## src/hw/rtl/disd_pkg.sv

```systemverilog
// ----------------------------------------------------------------------------
// disd_pkg
// Shared types and constants for the DER sequence-of-integer decoder.
// ----------------------------------------------------------------------------
package disd_pkg;

  // DER tag and length codes.
  localparam logic [7:0] TAG_SEQUENCE = 8'h30;
  localparam logic [7:0] TAG_INTEGER  = 8'h02;
  localparam logic [7:0] LEN_LONG     = 8'h80;
  localparam logic [7:0] LEN_ONE_BYTE = 8'h81;
  localparam logic [7:0] LEN_TWO_BYTE = 8'h82;

  // Reset value of the integer length limit.
  localparam logic [15:0] MAX_INT_BYTES_RST = 16'd512;

  // Saturation limits of the running counters.
  localparam logic [16:0] CHILD_MAX = 17'h1FFFF;
  localparam logic [14:0] COUNT_MAX = 15'h7FFF;

  // Result queue geometry.
  localparam int OUT_DEPTH = 4;
  localparam int OUT_PTR_W = $clog2(OUT_DEPTH);

  // Kinds of result.
  typedef enum logic [1:0] {
    KIND_CONTENT  = 2'd0,
    KIND_OVERFLOW = 2'd1,
    KIND_STATUS   = 2'd2
  } result_kind_t;

  // Final status codes.
  localparam logic STATUS_OK        = 1'b0;
  localparam logic STATUS_MALFORMED = 1'b1;

  // Parser phases.
  typedef enum logic [2:0] {
    PH_TAG     = 3'd0,
    PH_LEN0    = 3'd1,
    PH_LEN81   = 3'd2,
    PH_LENHI   = 3'd3,
    PH_LENLO   = 3'd4,
    PH_CONTENT = 3'd5
  } phase_t;

  // One result item.
  typedef struct packed {
    result_kind_t kind;
    logic [14:0]  integer_index;
    logic [7:0]   content_byte;
    logic [15:0]  byte_significance;
    logic         last_of_integer;
    logic         decode_status;
    logic [14:0]  integer_count;
  } result_t;

  // Push requests from the parser: slot a goes in before slot b.
  typedef struct packed {
    logic a;
    logic b;
  } push_t;

endpackage

```

## src/hw/rtl/disd_parser.sv

```systemverilog
// ----------------------------------------------------------------------------
// disd_parser
// Byte-wise DER header and content parser; produces up to two results per
// accepted byte (an element result and the final status).
// ----------------------------------------------------------------------------
module disd_parser (
  input  logic              clk,
  input  logic              rst_n,
  input  logic              acc,
  input  logic [7:0]        data_byte,
  input  logic              first_byte,
  input  logic              last_byte,
  input  logic              cfg_wr_en,
  input  logic [15:0]       cfg_wr_data,
  output disd_pkg::push_t   push,
  output disd_pkg::result_t res_a,
  output disd_pkg::result_t res_b
);

  typedef struct packed {
    disd_pkg::phase_t phase;
    logic             outer_hdr;
    logic [7:0]       len_hi;
    logic [15:0]      remaining;
    logic             overflow;
    logic [15:0]      outer_len;
    logic [16:0]      children;
    logic [14:0]      int_count;
    logic             malformed;
  } parse_state_t;

  localparam parse_state_t PARSE_CLEAR = '{
    phase:     disd_pkg::PH_TAG,
    outer_hdr: 1'b1,
    len_hi:    8'd0,
    remaining: 16'd0,
    overflow:  1'b0,
    outer_len: 16'd0,
    children:  17'd0,
    int_count: 15'd0,
    malformed: 1'b0
  };

  parse_state_t st_r, st_cur, st_nxt;
  logic [15:0]  max_bytes_r;
  logic         hdr_fire;
  logic [15:0]  hdr_len;
  logic         push_a_raw, push_b_raw;
  logic         bad;

  // Next parse state and results for the byte on the input.
  always_comb begin
    st_cur     = first_byte ? PARSE_CLEAR : st_r;
    st_nxt     = st_cur;
    hdr_fire   = 1'b0;
    hdr_len    = 16'd0;
    push_a_raw = 1'b0;
    push_b_raw = 1'b0;
    res_a      = '0;
    res_b      = '0;
    bad        = 1'b0;

    if (!st_cur.malformed) begin
      if (!st_cur.outer_hdr && st_cur.children != disd_pkg::CHILD_MAX) begin
        st_nxt.children = st_cur.children + 17'd1;
      end
      unique case (st_cur.phase)
        disd_pkg::PH_TAG: begin
          if (data_byte == disd_pkg::TAG_INTEGER ||
              (st_cur.outer_hdr && data_byte == disd_pkg::TAG_SEQUENCE)) begin
            st_nxt.phase = disd_pkg::PH_LEN0;
          end else begin
            st_nxt.malformed = 1'b1;
          end
        end
        disd_pkg::PH_LEN0: begin
          if (data_byte != 8'd0 && data_byte < disd_pkg::LEN_LONG) begin
            hdr_fire = 1'b1;
            hdr_len  = {8'd0, data_byte};
          end else if (data_byte == disd_pkg::LEN_ONE_BYTE) begin
            st_nxt.phase = disd_pkg::PH_LEN81;
          end else if (data_byte == disd_pkg::LEN_TWO_BYTE) begin
            st_nxt.phase = disd_pkg::PH_LENHI;
          end else begin
            st_nxt.malformed = 1'b1;
          end
        end
        disd_pkg::PH_LEN81: begin
          if (data_byte >= disd_pkg::LEN_LONG) begin
            hdr_fire = 1'b1;
            hdr_len  = {8'd0, data_byte};
          end else begin
            st_nxt.malformed = 1'b1;
          end
        end
        disd_pkg::PH_LENHI: begin
          if (data_byte != 8'd0) begin
            st_nxt.len_hi = data_byte;
            st_nxt.phase  = disd_pkg::PH_LENLO;
          end else begin
            st_nxt.malformed = 1'b1;
          end
        end
        disd_pkg::PH_LENLO: begin
          hdr_fire = 1'b1;
          hdr_len  = {st_cur.len_hi, data_byte};
        end
        disd_pkg::PH_CONTENT: begin
          if (st_cur.remaining == 16'd0) begin
            st_nxt.malformed = 1'b1;
          end else begin
            if (!st_cur.overflow) begin
              push_a_raw              = 1'b1;
              res_a.kind              = disd_pkg::KIND_CONTENT;
              res_a.integer_index     = st_cur.int_count;
              res_a.content_byte      = data_byte;
              res_a.byte_significance = st_cur.remaining - 16'd1;
              res_a.last_of_integer   = (st_cur.remaining == 16'd1);
            end
            st_nxt.remaining = st_cur.remaining - 16'd1;
            if (st_cur.remaining == 16'd1) begin
              if (st_cur.int_count != disd_pkg::COUNT_MAX) begin
                st_nxt.int_count = st_cur.int_count + 15'd1;
              end
              st_nxt.overflow = 1'b0;
              st_nxt.phase    = disd_pkg::PH_TAG;
            end
          end
        end
        default: begin
          st_nxt.malformed = 1'b1;
        end
      endcase

      // A completed length closes either the outer header or an element header.
      if (hdr_fire) begin
        if (st_cur.outer_hdr) begin
          st_nxt.outer_len = hdr_len;
          st_nxt.outer_hdr = 1'b0;
          st_nxt.phase     = disd_pkg::PH_TAG;
        end else begin
          st_nxt.remaining = hdr_len;
          st_nxt.overflow  = (hdr_len > max_bytes_r);
          st_nxt.phase     = disd_pkg::PH_CONTENT;
          if (hdr_len > max_bytes_r) begin
            push_a_raw            = 1'b1;
            res_a.kind            = disd_pkg::KIND_OVERFLOW;
            res_a.integer_index   = st_cur.int_count;
            res_a.last_of_integer = 1'b1;
          end
        end
      end
    end

    // The last byte reports the status and returns the parser to its start.
    if (last_byte) begin
      bad = st_nxt.malformed || st_nxt.outer_hdr ||
            (st_nxt.phase != disd_pkg::PH_TAG) ||
            (st_nxt.children != {1'b0, st_nxt.outer_len});
      push_b_raw          = 1'b1;
      res_b.kind          = disd_pkg::KIND_STATUS;
      res_b.decode_status = bad ? disd_pkg::STATUS_MALFORMED : disd_pkg::STATUS_OK;
      res_b.integer_count = st_nxt.int_count;
      st_nxt              = PARSE_CLEAR;
    end
  end

  assign push.a = acc && push_a_raw;
  assign push.b = acc && push_b_raw;

  // Parse state register.
  always_ff @(posedge clk) begin
    if (!rst_n) begin
      st_r <= PARSE_CLEAR;
    end else if (acc) begin
      st_r <= st_nxt;
    end
  end

  // Integer length limit register.
  always_ff @(posedge clk) begin
    if (!rst_n) begin
      max_bytes_r <= disd_pkg::MAX_INT_BYTES_RST;
    end else if (cfg_wr_en) begin
      max_bytes_r <= cfg_wr_data;
    end
  end

  // After a status result the parser is back at the outer tag.
  a_status_clears: assert property (@(posedge clk) disable iff (!rst_n)
    push.b |=> (st_r.phase == disd_pkg::PH_TAG) && st_r.outer_hdr &&
               (st_r.int_count == 15'd0) && (st_r.children == 17'd0))
    else $error("parser state not cleared after status");

  // Content bytes come only from the content phase of a non-overflowing integer.
  a_content_phase: assert property (@(posedge clk) disable iff (!rst_n)
    (push.a && res_a.kind == disd_pkg::KIND_CONTENT) |->
      (st_cur.phase == disd_pkg::PH_CONTENT) && !st_cur.overflow)
    else $error("content byte outside content phase");

  // Overflow markers come only at the end of an element length.
  a_marker_phase: assert property (@(posedge clk) disable iff (!rst_n)
    (push.a && res_a.kind == disd_pkg::KIND_OVERFLOW) |->
      !st_cur.outer_hdr && (st_cur.phase == disd_pkg::PH_LEN0 ||
      st_cur.phase == disd_pkg::PH_LEN81 || st_cur.phase == disd_pkg::PH_LENLO))
    else $error("overflow marker outside element header");

endmodule

```

## src/hw/rtl/disd_out_fifo.sv

```systemverilog
// ----------------------------------------------------------------------------
// disd_out_fifo
// Small queue: takes up to two results per cycle, gives one unless stalled.
// ----------------------------------------------------------------------------
module disd_out_fifo (
  input  logic              clk,
  input  logic              rst_n,
  input  disd_pkg::push_t   push,
  input  disd_pkg::result_t res_a,
  input  disd_pkg::result_t res_b,
  output logic              almost_full,
  output logic              out_valid,
  input  logic              out_stall,
  output disd_pkg::result_t out_res
);

  localparam int PW = disd_pkg::OUT_PTR_W;

  disd_pkg::result_t    mem_r [disd_pkg::OUT_DEPTH];
  logic [PW-1:0]        wr_ptr_r, wr_ptr_nxt;
  logic [PW-1:0]        rd_ptr_r, rd_ptr_nxt;
  logic [PW:0]          count_r, count_nxt;
  logic [1:0]           n_push;
  logic                 pop;
  disd_pkg::result_t    wr_first;

  assign n_push   = {1'b0, push.a} + {1'b0, push.b};
  assign pop      = out_valid && !out_stall;
  assign wr_first = push.a ? res_a : res_b;

  // Pointer and fill bookkeeping.
  always_comb begin
    wr_ptr_nxt = wr_ptr_r + PW'(n_push);
    rd_ptr_nxt = rd_ptr_r + PW'(pop);
    count_nxt  = count_r + (PW+1)'(n_push) - (PW+1)'(pop);
  end

  always_ff @(posedge clk) begin
    if (!rst_n) begin
      wr_ptr_r <= '0;
      rd_ptr_r <= '0;
      count_r  <= '0;
    end else begin
      wr_ptr_r <= wr_ptr_nxt;
      rd_ptr_r <= rd_ptr_nxt;
      count_r  <= count_nxt;
    end
  end

  // Entry storage: slot a first, slot b behind it when both are pushed.
  always_ff @(posedge clk) begin
    if (push.a || push.b) begin
      mem_r[wr_ptr_r] <= wr_first;
    end
    if (push.a && push.b) begin
      mem_r[wr_ptr_r + PW'(1)] <= res_b;
    end
  end

  assign out_valid   = (count_r != '0);
  assign out_res     = mem_r[rd_ptr_r];
  assign almost_full = (count_r > (PW+1)'(disd_pkg::OUT_DEPTH - 2));

  // The fill level never passes the depth.
  a_no_overfill: assert property (@(posedge clk) disable iff (!rst_n)
    count_r <= (PW+1)'(disd_pkg::OUT_DEPTH))
    else $error("result queue overfilled");

  // Pushes arrive only while room for two results is left.
  a_push_room: assert property (@(posedge clk) disable iff (!rst_n)
    (n_push != 2'd0) |-> !almost_full)
    else $error("push into result queue without room");

  // A pop with no push lowers the fill level by one.
  a_pop_drains: assert property (@(posedge clk) disable iff (!rst_n)
    (pop && n_push == 2'd0) |=> (count_r == $past(count_r) - (PW+1)'(1)))
    else $error("result queue fill level wrong after pop");

endmodule

```

## src/hw/rtl/der_integer_sequence_decoder_top.sv

```systemverilog
// ----------------------------------------------------------------------------
// der_integer_sequence_decoder_top
// Throughput: one byte per cycle; a byte yields at most two results, which a
// four-entry result queue absorbs; input stalls while fewer than two entries are free.
// Reset: synchronous, active low; clears the parser, the result queue and sets
// the integer length limit to 512 bytes.
// ----------------------------------------------------------------------------
module der_integer_sequence_decoder_top (
  input  logic        clk,
  input  logic        rst_n,
  // Input bytes
  input  logic        in_valid,
  output logic        in_stall,
  input  logic [7:0]  in_data_byte,
  input  logic        in_first_byte,
  input  logic        in_last_byte,
  // Configuration
  input  logic        cfg_wr_en,
  input  logic [15:0] cfg_wr_data,
  // Results
  output logic        out_valid,
  input  logic        out_stall,
  output logic [1:0]  out_result_kind,
  output logic [14:0] out_integer_index,
  output logic [7:0]  out_content_byte,
  output logic [15:0] out_byte_significance,
  output logic        out_last_of_integer,
  output logic        out_decode_status,
  output logic [14:0] out_integer_count
);

  logic              acc;
  logic              almost_full;
  disd_pkg::push_t   push;
  disd_pkg::result_t res_a, res_b, out_res;

  // Input transaction accepted when the queue has room for two results.
  assign in_stall = almost_full;
  assign acc      = in_valid && !in_stall;

  disd_parser u_parser (
    .clk         (clk),
    .rst_n       (rst_n),
    .acc         (acc),
    .data_byte   (in_data_byte),
    .first_byte  (in_first_byte),
    .last_byte   (in_last_byte),
    .cfg_wr_en   (cfg_wr_en),
    .cfg_wr_data (cfg_wr_data),
    .push        (push),
    .res_a       (res_a),
    .res_b       (res_b)
  );

  disd_out_fifo u_out_fifo (
    .clk         (clk),
    .rst_n       (rst_n),
    .push        (push),
    .res_a       (res_a),
    .res_b       (res_b),
    .almost_full (almost_full),
    .out_valid   (out_valid),
    .out_stall   (out_stall),
    .out_res     (out_res)
  );

  // Result fields onto their own ports.
  assign out_result_kind       = out_res.kind;
  assign out_integer_index     = out_res.integer_index;
  assign out_content_byte      = out_res.content_byte;
  assign out_byte_significance = out_res.byte_significance;
  assign out_last_of_integer   = out_res.last_of_integer;
  assign out_decode_status     = out_res.decode_status;
  assign out_integer_count     = out_res.integer_count;

endmodule

```

## config.mk

```make
export PLATFORM = sky130hd
export DESIGN_NAME = der_integer_sequence_decoder_top
export DESIGN_NICKNAME = d
export VERILOG_FILES = /design/src/hw/rtl/disd_pkg.sv /design/src/hw/rtl/disd_parser.sv /design/src/hw/rtl/disd_out_fifo.sv /design/src/hw/rtl/der_integer_sequence_decoder_top.sv
export SDC_FILE = /design/constraint.sdc
export NUM_CORES = 1
export LEC_CHECK = 0
export ABC_CLOCK_PERIOD_IN_PS = 7230
export BUFFER_PORTS_ARGS = -buffer_cell sky130_fd_sc_hd__buf_2
export CORE_MARGIN = 2
export CORE_UTILIZATION = 50
export DETAILED_ROUTE_END_ITERATION = 7
export PLACE_DENSITY = 0.68
export SYNTH_ARGS = -nofsm -noshare
export SYNTH_HDL_FRONTEND = slang
export SYNTH_SLANG_ARGS = --single-unit
```

## constraint.sdc

```tcl
create_clock -name clk -period 7.23 [get_ports clk]
set_input_delay 1.0845 -clock clk [delete_from_list [all_inputs] [get_ports clk]]
set_output_delay 1.0845 -clock clk [all_outputs]
set_load 0.01 [all_outputs]
```

==> flow_summary.toml <==
[die]
die_x_um = 184.7
placementRows = 66
die_h_um = 184.7
initial_utilization = 0.5043
io_pins = 91
die_area_sq_um = 34110
core_sq_um = 32370

[route]
antenna_violating_nets_post_route = 0
detail_route.iter0.violations = 1289
vias = 13160
wl_per_cell_um = 21.31
avgViaCountPerCell = 6.221
drcViolationCount = 0
totalWireLength_um = 45080
first_pass_iters = 5

[sta]
finalWorstPathRequiredPeriod_ns = 5.716
worst_slew_pin_slew_ns = 1.073
timing.final.max_slew_violations = 0
final_setup_slack_of_the_worst_path_ns = 1.514
timing.final.setup_violations = 0
finalSetupTns_ns = 0
timing.max_slew.rel_slack = 0.2794
clock_skew_ns = 0.02059
rsz0062_at_grt = "no"
layout_worst_path_cycle_share = 0.7907
timing.fmax_mhz = 174.9
finalHoldViolCount = 0

[finish]
layout.core_utilization = 0.5683
fin_nets = 1704
post_route_cells_drive_above_1_share = 0.1657
stdcell_count = 2115
final_design_area_no_fill_sq_um = 18400
seqCellArea_sq_um = 7355
syn2layout_area_growth_pct = 12.68
fill_cell_count = 2838
multiInputGateArea_sq_um = 8325

[min_path]
hold_class = "flop to flop"
worstHoldStart = "u_out_fifo.mem_r[0][25]$_SDFFE_PP0P_"

[flow_run]
cap_violations = 0

[power_and_ir_drop]
worst_ir_drop_on_vdd_uv = 257.3
pwr_density_cell_nw_per_um2 = 251.2
power.share.switching = 0.2604
share_comb_of_total_power = 0.136
power.share.sequential = 0.427
pwr-share-clk = 0.437
intPower_w = 0.003419
total_leakage_power_nw = 6.711
p_sw_w = 0.001204

[setup_path]
most_used_cell_along_the_critical_path = "ha_1"
cp-end-kind = "flop"
worst-endpoint-arrival_ns = 6.12
worstSetupStartpoint = "in_data_byte[0]"
cpPeakStageDelay_ns = 0.67
path_class = "primary input to flop"
crit_required_ns = 7.64
cpMaxStageDelayCell = "or4_1"
worst_setup_path_start_kind = "primary input"
r2r_start = "u_parser.st_r[77]$_SDFFE_PN0P_"
critical_path_peak_fanout = 61
timing.critical_path.cells = "buf_2 -> or4_1 -> o211ai_2 -> nand2_1 -> and2_1 -> ha_1 -> nor2b_1 -> o21a_1 -> o21ai_0 -> a21oi_1 -> o31a_1 -> o21ai_1 -> buf_4 -> a21oi_4 -> buf_4 -> ha_1 -> inv_1 -> ha_1 -> inv_1 -> fa_1 -> xnor2_1 -> and2_1"

[global_routing]
groute.layer.met3.usage = 0.04209
grt_util_met2 = 0.4256
grt_pass1_wl_um = 71070
gr-usage-all-layers = 0.2636
globalRouteOverflowTotal = 0
grt.busiest_layer = "met2"
pin_count_of_the_biggest_net_entering_global_routing = 62
grt_pass1_vias = 12530
number_of_antenna_violations_at_the_first_check_in_global_routing = 2
globalRouteMet1Util = 0.3721

[clock_network]
clock_sink_count = 333
insertion_delay_ns = 0.52
cts_clk_pin_slew_worst_paths_ns = 0.06
cts.hold.buffers_added = 0
post_cts_resized = 0
numCtsBuffers = 38
ctsHtreeMaxLevel = 2
cts_buffer_depth = 3
cts_setup_buffers = 0
tritoncts = "built"
clk_root_buffer_cell = "clkbuf_16"

[yosys]
synth.yosys.seq_area_share = 0.4500
synth_enable_flop_cells = 68
yosys.cell_types.count = 88
share_of_flip_flops_with_an_asynchronous_set_or_reset = 0
synth.yosys.warnings = 0
synthesis.area_sq_um = 16330
synthesized_netlist_cell_count = 1609
yosys_reg_bits = 333
synth_area_per_cell_sq_um = 10.15
postSynthNetCount = 1669
ys_dominant_reg_cell = "dfxtp_1"

[place]
post-place-ws_ns = 1.042
place_area_sq_um = 17070
place.gp.congestion = 0.9105
place.detailed.instances = 2046
detailed_place_hpwl_um = 29700
port_buffers = 90

[status]
run_status = "finished, final reports clean"
## cells by family after synthesis
family                     count (synthesis)  share of synthesized area
and+or+nand+nor                          534                     0.1721
AOI/OAI and AO/OA                        412                     0.1918
DFF                                      333                     0.4500
buffers and inverters                    170                    0.04231
muxes                                     81                    0.09419
xor gates and xnor gates                  50                    0.02682
adders and majority gates                 29                    0.02269
## sequential cells by signal, indices dropped and copies added (netlist names)
register / count
u_parser.st_r: 78
u_parser.max_bytes_r: 16
u_out_fifo.mem_r: 232
u_out_fifo.wr_ptr_r: 2
u_out_fifo.count_r: 3
u_out_fifo.rd_ptr_r: 2
## layer usage
metal	up-vias	wire [um]
li1	6089	-
met3	77	3141
met2	483	20990
met5	-	7
met4	2	846
met1	6506	20090
## cell usage in the layout (no fill, tap or decap), types with 16 or more instances in the layout
master,instances
a22o_1,83
mux4_2,58
nand3_1,33
edfxtp_1,68
xor2_1,21
a32o_1,62
nor2_1,124
buf_4,28
o22ai_1,16
mux2i_1,22
a22oi_1,41
clkbuf_16,39
nor3_1,32
nand2_1,125
nor2b_1,94
and2_1,23
a21oi_1,44
dfxtp_1,263
inv_1,45
o21ai_0,70
ha_1,28
buf_2,90
xnor2_1,29
## cells in the mapped netlist (all sizes together), types with 12 or more instances
| cell | n | area (sq um) |
|---|---|---|
| a21oi | 46 | 237.7 |
| a22o | 83 | 727.0 |
| a22oi | 42 | 320.3 |
| a31oi | 12 | 81.33 |
| a32o | 62 | 620.6 |
| and2 | 24 | 150.1 |
| and3 | 12 | 75.07 |
| buf | 36 | 187.7 |
| clkbuf | 87 | 326.6 |
| dfxtp | 265 | 5305 |
| edfxtp | 68 | 2042 |
| ha | 28 | 350.3 |
| inv | 45 | 168.9 |
| mux2i | 22 | 220.2 |
| mux4 | 58 | 1306 |
| nand2 | 125 | 469.2 |
| nand3 | 34 | 175.2 |
| nand4 | 12 | 75.07 |
| nor2 | 126 | 473.0 |
| nor2b | 94 | 588.1 |
| nor3 | 37 | 206.5 |
| nor4 | 13 | 132.6 |
| o21ai | 75 | 382.9 |
| o22ai | 16 | 100.1 |
| xnor2 | 29 | 254.0 |
| xor2 | 21 | 183.9 |
## per-stage QoR
stage,power (W),hold slack [ns]
2_1_floorplan,0.002439,0.4196
3_3_place_gp,0.002644,0.4279
4_1_cts,0.004646,0.4575
5_1_grt,0.004797,0.4739
3_5_place_dp,0.002645,0.4428
6_report,0.004622,0.4548
## worst max-delay path, delay by kind of cell
kind            cells  cell delay (ns)
simple gates        5             1.42
fa+ha+maj           4             1.44
xor+xnor            1             0.14
compound gates      7             0.90
buf+inv             5             1.11
## power by group through the flow
| stage | registers, W | logic [W] | clock network [W] |
|---|---|---|---|
| 2_1_floorplan | 0.00198 | 0.000457 | 0 |
| 3_3_place_gp | 0.00201 | 0.000630 | 0 |
| 3_5_place_dp | 0.00202 | 0.000630 | 0 |
| 4_1_cts | 0.00197 | 0.000633 | 0.00204 |
| 5_1_grt | 0.00198 | 0.000687 | 0.00213 |
| 6_report | 0.00197 | 0.000629 | 0.00202 |
## cell type report
class / instances / area share
antenna: 1 / 0.0001360
clock buffer: 51 / 0.05992
clock inverter: 17 / 0.01204
inverter: 47 / 0.009590
multi-input combinational: 1106 / 0.4526
sequential: 333 / 0.3998
tap: 442 / 0.03006
timing repair buffer: 118 / 0.03591
## path summary, 6_finish.rpt
check	endpoint	slack [ns]	depth (start not counted)
setup reg to reg	u_out_fifo.count_r[2]$_SDFF_PN0_	1.83	21
setup / recovery	u_out_fifo.count_r[2]$_SDFF_PN0_	1.51	22
hold / removal	u_out_fifo.mem_r[0][25]$_SDFFE_PP0P_	0.45	2
hold reg to reg	u_out_fifo.mem_r[0][25]$_SDFFE_PP0P_	0.45	2
Power figures use the tool's default switching activity.
